**config.mk**
```make
export PLATFORM = sky130hd
export DESIGN_NAME = mpe_ram
export DESIGN_NICKNAME = d
export VERILOG_FILES = /design/src/rtl/mpe_ram.sv
export SDC_FILE = /design/constraint.sdc
export NUM_CORES = 1
export LEC_CHECK = 0
export ABC_AREA = 0
export BUFFER_PORTS_ARGS = -buffer_cell sky130_fd_sc_hd__buf_4
export CAP_MARGIN = 10
export CORE_UTILIZATION = 25
export DETAILED_ROUTE_END_ITERATION = 16
export SYNTH_ARGS = -nofsm -noshare
export SYNTH_HDL_FRONTEND = slang
export SYNTH_SLANG_ARGS = --single-unit
```
**constraint.sdc**
```tcl
create_clock -name i_clk -period 8.4 [get_ports i_clk]
set_input_delay 1.26 -clock i_clk [delete_from_list [all_inputs] [get_ports i_clk]]
set_output_delay 1.26 -clock i_clk [all_outputs]
set_load 0.05 [all_outputs]
```
**src/rtl/mpe_ram.sv**
```systemverilog
`timescale 1ns / 1ps
// ----------------------------------------------------------------------------
// mpe_ram: generic single-port-write, registered-read RAM
// One write port and one read port; read data is registered and appears in the cycle after the address.
// ----------------------------------------------------------------------------
module mpe_ram #(
    parameter int WIDTH = 64,
    parameter int DEPTH = 16
) (
    input  logic                     i_clk,
    input  logic                     i_we,
    input  logic [$clog2(DEPTH)-1:0] i_waddr,
    input  logic [WIDTH-1:0]         i_wdata,
    input  logic [$clog2(DEPTH)-1:0] i_raddr,
    output logic [WIDTH-1:0]         o_rdata
);
    logic [WIDTH-1:0] r_mem [DEPTH];
    logic [WIDTH-1:0] r_rdata;

    always_ff @(posedge i_clk) begin
        if (i_we) begin
            r_mem[i_waddr] <= i_wdata;
        end
        r_rdata <= r_mem[i_raddr];
    end

    assign o_rdata = r_rdata;
endmodule

```
After elaboration in Yosys (flattened, before gate mapping)
Memories as Yosys holds them, arrays and structs flattened. A register that Yosys moved wholly into a read port is not among the register bits.
Cells that the tools add are included.
W data, S select, Z words.

word-level totals
  memories kept = 1
  bits in registers = 0
  bits in writable memories = 1024
  bits of input ports = 74

memory list
  name   depth  bits a word  read ports  clocked after Yosys merged registers in  write ports  RTL line  text
  r_mem  16     64           1           1                                        1            17        logic [WIDTH-1:0] r_mem [DEPTH];

cells by class
  muxes and demuxes = 2

operators with widths
  cell     number
  $mux W1  2

Longest topological paths before layout
Gate-level depths: netlist of run 1.

  depth in word-level cells = 2
  depth in mapped cells = 6
  mapped depth without buffers = 3

Least setup slack after synthesis of run 1
OpenSTA, ideal clock, no wires.

  path type = in2reg
  start = input port i_waddr[2]
  end = memory r_mem[0][0], enable pin
  slack = 1.711 ns
  arrival time = 6.123 ns
  cell stages on the path = 2
  cell sequence = or3b_2 > nor3_1

RTL lines
  element          RTL line  text
  start, declared  12        input logic [$clog2(DEPTH)-1:0] i_waddr,
  end, declared    17

Straight into the memory's write port.

==> impl_metrics.ini, run 1 <==
[run_status]
status = complete, no violations

[clock_network]
numCtsBuffers = 98
root_buffer = clkbuf_16
insertion_delay_ns = 0.71
h-tree-depth = 3
post_cts_buffers = 0
clk_pin_slew_ns = 0.07
cts_resized = 0
cts_buffer_depth = 3
cts_hold_buf = 0
cts_tree = yes
cts.sinks = 1088

[power]
power.share.clock = 0.401
internal_power_w = 0.008902
vdd_drop_max_mv = 0.1603
p_sw_frac = 0.2141
seqPwrFrac = 0.541
power.switching_w = 0.002425
power_density_nw_per_um2 = 243.6
p_leak_nw = 14.49
combPwrFrac = 0.058
power_w = 0.01133

[placed_design]
dp_hpwl_mm = 49.07
io_buffers = 137
routabilityCongestion = 0.6884

[setup_path]
regToRegStartpoint = r_mem[3][56]
critical_path_required_ns = 8.94
crit_type = in2reg
crit_fanout = 110
reg2reg_to = o_rdata[56]
end_kind = register
regToRegSetupSlack_ns = 6.99
cp.arrival_ns = 3.89
critPathLaunchType = primary input
r2r_cells = 3

[synthesis]
yosysUniqueCellTypes = 18
netlist_instances = 1647
netlist_area_um2 = 39580
synth.avg_cell_area_um2 = 24.03
synth_warnings = 0
ys_seq_elements = 1088
yosysSeqAreaShare = 0.8092
syn_nets = 1721

[sta]
skew_ns = 0.03598
slew_viol_final = 0
finalSetupTns_ns = 0
setup_violations = 0
grt_setup_unrepaired = false
hold_viol_final = 0
fin_crit_ns = 3.342
min_period_over_period = 0.3979
fmax_mhz = 299.2
relSlewSlack = 0.2864
tightest_slew_ns = 1.070

[global_route]
grt_pass1_wl_mm = 133.2
overflow = 0
grt_use_total = 0.1156
grt_pass1_vias = 18880
grt_antenna_before_repair = 31
grt_max_degree = 111

[min_path]
hp-class = reg2reg
hold_depth = 3
worstHoldStart = r_mem[12][15]
hold_end = o_rdata[15]

[drt]
routedWlPerCell_um = 23.38
detail_route.first_pass.iterations = 5
post_drt_via_cell_ratio = 4.454
drt-total-wl_mm = 93.12
vias = 17740
remaining_drc_errors = 0
drt_iter0_drc = 1473
antenna_left = 0

[flow_run]
drv_cap = 0

[floorplan]
io_pins = 138
coreArea_um2 = 156800
initial_utilization = 0.2525
die_area_um2 = 159900
fp-row-count = 145
die_y_um = 399.9
die_width_um = 399.9

[layout]
syn_to_final_growth_pct = 17.49
nNetsFinal = 1916
layout-drive-gt1-share = 0.3125
[cells by family after synthesis]
group	after synthesis	synth area share
multiplexers	256	0.1457
buffers and inverters	84	0.01141
AO/OA/AOI/OAI	128	0.02428
AND/OR/NAND/NOR	91	0.009420
flip-flops	1088	0.8092
[metal layers]
metal | global-route usage | share of wire | wire length (um) | up-vias
met4 | 0.02526 | 0.014 | 1300 | 44
met1 | 0.1463 | 0.41 | 38410 | 9592
met2 | 0.1922 | 0.50 | 46110 | 525
met5 | 0 | 0.0029 | 268 | -
li1 | - | - | - | 7441
met3 | 0.03775 | 0.075 | 7030 | 139
[area by class of cell]
cell class | instances | area, um2
Sequential cell | 1088 | 32030
Timing Repair Buffer | 179 | 1384
Fill cell | 15060 | 110200
Multi-Input combinational cell | 475 | 7234
Clock buffer | 120 | 2618
Clock inverter | 61 | 658.1
Tap cell | 2058 | 2575
Antenna cell | 2 | 5.005
[power groups by stage]
stage,combinational [W],clock [W],sequential [W]
finish,0.000663,0.00454,0.00613
global placement,0.000661,0,0.00624
floorplan,0.000289,0,0.00634
global route,0.000708,0.00483,0.00614
CTS,0.000677,0.00464,0.00613
detailed placement,0.000677,0,0.00625
[through the flow]
stage / instances / hold slack, ns / cell area (um2) / setup slack (ns) / utilization
6_report: 3983 / 0.6687 / 46500 / 5.058 / 0.2967
5_1_grt: 3981 / 0.6892 / 46500 / 4.919 / 0.2966
3_5_place_dp: 3800 / 0.6595 / 43220 / 4.392 / 0.2758
4_1_cts: 3981 / 0.6615 / 46500 / 5.140 / 0.2966
3_3_place_gp: 3800 / 0.6549 / 43220 / 4.442 / 0.2758
2_1_floorplan: 1647 / 0.6349 / 39580 / 1.711 / -
[cell usage after synthesis]
master    instances  area [um2]
buf_6            13       146.4
and2_1            1       6.260
nand3b_1          2       15.01
nor2b_1           2       12.51
dfxtp_1          64        1281
or3b_2            1       8.760
mux4_2          256        5766
buf_4             6       45.04
nor3_1            4       20.02
edfxtp_1       1024       30750
a22oi_1         128       960.9
clkbuf_1         36       135.1
nand2_1          65       244.0
buf_1            16       60.06
nand2b_1          2       12.51
buf_2            13       65.06
nor2_1           13       48.80
nand3_1           1       5.000
[registers in the layout (all words and copies together) (netlist names)]
signal and count:
o_rdata 64, r_mem 1024
[critical path: stages]
cell     delay, ns
buf_8         0.55
buf_4         0.94
mux4_2        0.41
a22oi_1       0.23
nand2_1       0.15
[cells in the final DEF (no fill, tap or decap), types with 13 or more instances in the layout]
cell type	instances
buf_4	175
mux4_2	256
nor2_4	13
clkbuf_1	16
a22oi_1	128
clkinv_1	20
dfxtp_1	64
clkinv_2	16
edfxtp_1	1024
clkbuf_16	100
nand2_1	65
[how the worst max path moves through the flow]
stage / startpoint / end / slack (ns)
6_report: i_raddr[1] / o_rdata[13] / 5.06
5_1_grt: i_raddr[0] / o_rdata[39] / 4.92
4_1_cts: i_raddr[1] / o_rdata[13] / 5.14
3_5_place_dp: i_raddr[1] / o_rdata[1] / 4.39
3_3_place_gp: i_raddr[1] / o_rdata[29] / 4.44
2_1_floorplan: i_waddr[2] / r_mem[0][0] / 1.71
(Power assumes the default switching activity.)
==> run 2, diff against run 1 <==
Clock period 8.4 ns to 2.7 ns, I/O delays scaled along.
==> run 2 against run 1 <==
Total power increased to 3.3 times the previous value. Combinational power rose to 3.4 times the previous value. Clock skew decreased by 0.017 ns. Flip-flop and latch count unchanged. Non-clock buffer count increased by 93. Die area stayed put. Critical path type is now reg2out. Critical endpoint is now o_rdata[53]. Largest power group unchanged.
==> impl_metrics.ini, run 2 (synthesized netlist as in run 1, its figures left out) <==
[run_status]
status = complete, no violations

[global_route]
grt_max_degree = 65
grt_use_total = 0.1152
grt_pass1_wl_mm = 134.3
grt_pass1_vias = 19580
grt_antenna_before_repair = 12
overflow = 0

[min_path]
hold_depth = 4
hp-class = in2reg

[placed_design]
io_buffers = 137
routabilityCongestion = 0.7014
dp_hpwl_mm = 52.96
place_area_um2 = 43910

[drt]
routedWlPerCell_um = 22.51
detail_route.first_pass.iterations = 5
remaining_drc_errors = 0
post_drt_via_cell_ratio = 4.425
antenna_left = 0
drt_iter0_drc = 1522
drt-total-wl_mm = 92.50
vias = 18180

[clock_network]
insertion_delay_ns = 0.71
cts_buffer_depth = 3
h-tree-depth = 3
numCtsBuffers = 111
cts.sinks = 1088
root_buffer = clkbuf_16
post_cts_buffers = 0
clk_pin_slew_ns = 0.06
cts_tree = yes

[sta]
relSlewSlack = 0.4964
fin_crit_ns = 1.860
slew_viol_final = 0
skew_ns = 0.01889
hold_viol_final = 0
fmax_mhz = 537.7
setup_violations = 0
min_period_over_period = 0.6888
holdWs_ns = 0.2533
tightest_slew_ns = 0.7536
grt_setup_unrepaired = false

[floorplan]
die_y_um = 399.9
fp-row-count = 145
coreArea_um2 = 156800
die_area_um2 = 159900
die_width_um = 399.9
io_pins = 138
initial_utilization = 0.2525

[power]
power_density_nw_per_um2 = 767.1
vdd_drop_max_mv = 0.4895
p_leak_nw = 15.32

[setup_path]
critPathTopFamily = flip-flops
cp.arrival_ns = 1.45
critical_path_required_ns = 2.30
crit_type = reg2out
critPathLaunchType = register
crit_buf_inv = 1
crit_fanout = 1
end_kind = output pin
max_stage_delay_ns = 0.48
path_depth = 1
r2r_cells = 3
path_cells = buf_4
crit_slowest_cell = dfxtp_1

[flow_run]
drv_cap = 0

[layout]
nNetsFinal = 2022
largest_reg_flops = 1024
top_register = r_mem
syn_to_final_growth_pct = 22.25
regArea_um2 = 32030
mostFrequentLayoutCell = edfxtp_1
layout-drive-gt1-share = 0.3234
post-route-util = 0.3087
final_cell_mix = edfxtp_1, mux4_2, buf_4, a22oi_1, clkbuf_16
final_area_um2 = 48390
multi_input_area_um2 = 7262
fillers = 14900
-- run 2: cell types whose count changed in the layout (fill, tap and decap cells not counted), sizes merged --
cell         delta
buf            +29
bufinv          +2
clkbuf         +32
diode           +2
clkinv          -7
dlygate4sd3    +64
inv             +4
-- run 2: area by class of cell --
cell class              instances  share of cell area
repair buffers                272             0.05538
multi-input cells             475              0.1501
well taps                    2058             0.05321
diodes                          4           0.0002069
clock inverters                60             0.01487
flip-flops and latches       1088              0.6619
clock buffers                 152             0.06433
-- run 2: repair_timing --
action,in CTS,in global routing
gates resized for setup,0,0
hold endpoints to repair,1017,0
hold buffers,64,0
-- run 2: final timing paths --
kind	end	from	slack [ns]
min	o_rdata[20]	i_raddr[2]	0.25
max	o_rdata[53]	o_rdata[53]	0.84
max reg2reg	o_rdata[2]	r_mem[2][2]	1.23
min reg2reg	o_rdata[39]	r_mem[15][39]	0.67
-- run 2: through the flow --
step                worst slack [ns]  setup TNS [ns]  total power (W)  cells
global placement              0.4134               0          0.02156   3829
detailed placement            0.3923               0          0.02163   3829
finish                        0.8401               0          0.03712   4109
floorplan                    -0.2362          -71.77          0.02063   1647
global route                  0.7969               0          0.03828   4106
CTS                           0.7696               0          0.03755   4105
-- run 2: where the power goes --
part | internal [W] | leakage [nW] | switching (W) | total [W]
clock network | 0.00944 | 1.88 | 0.00638 | 0.0158
logic | 0.000873 | 3.65 | 0.00139 | 0.00226
registers | 0.0189 | 9.79 | 0.000164 | 0.0190
-- run 2: per-layer routing --
layer / part of all wire / vias to the layer above / global-route usage
met2: 0.50 / 470 / 0.1906
met4: 0.019 / 16 / 0.03246
met1: 0.43 / 9873 / 0.1543
met3: 0.051 / 135 / 0.02133
li1: - / 7690 / -
met5: 0.0011 / - / 0
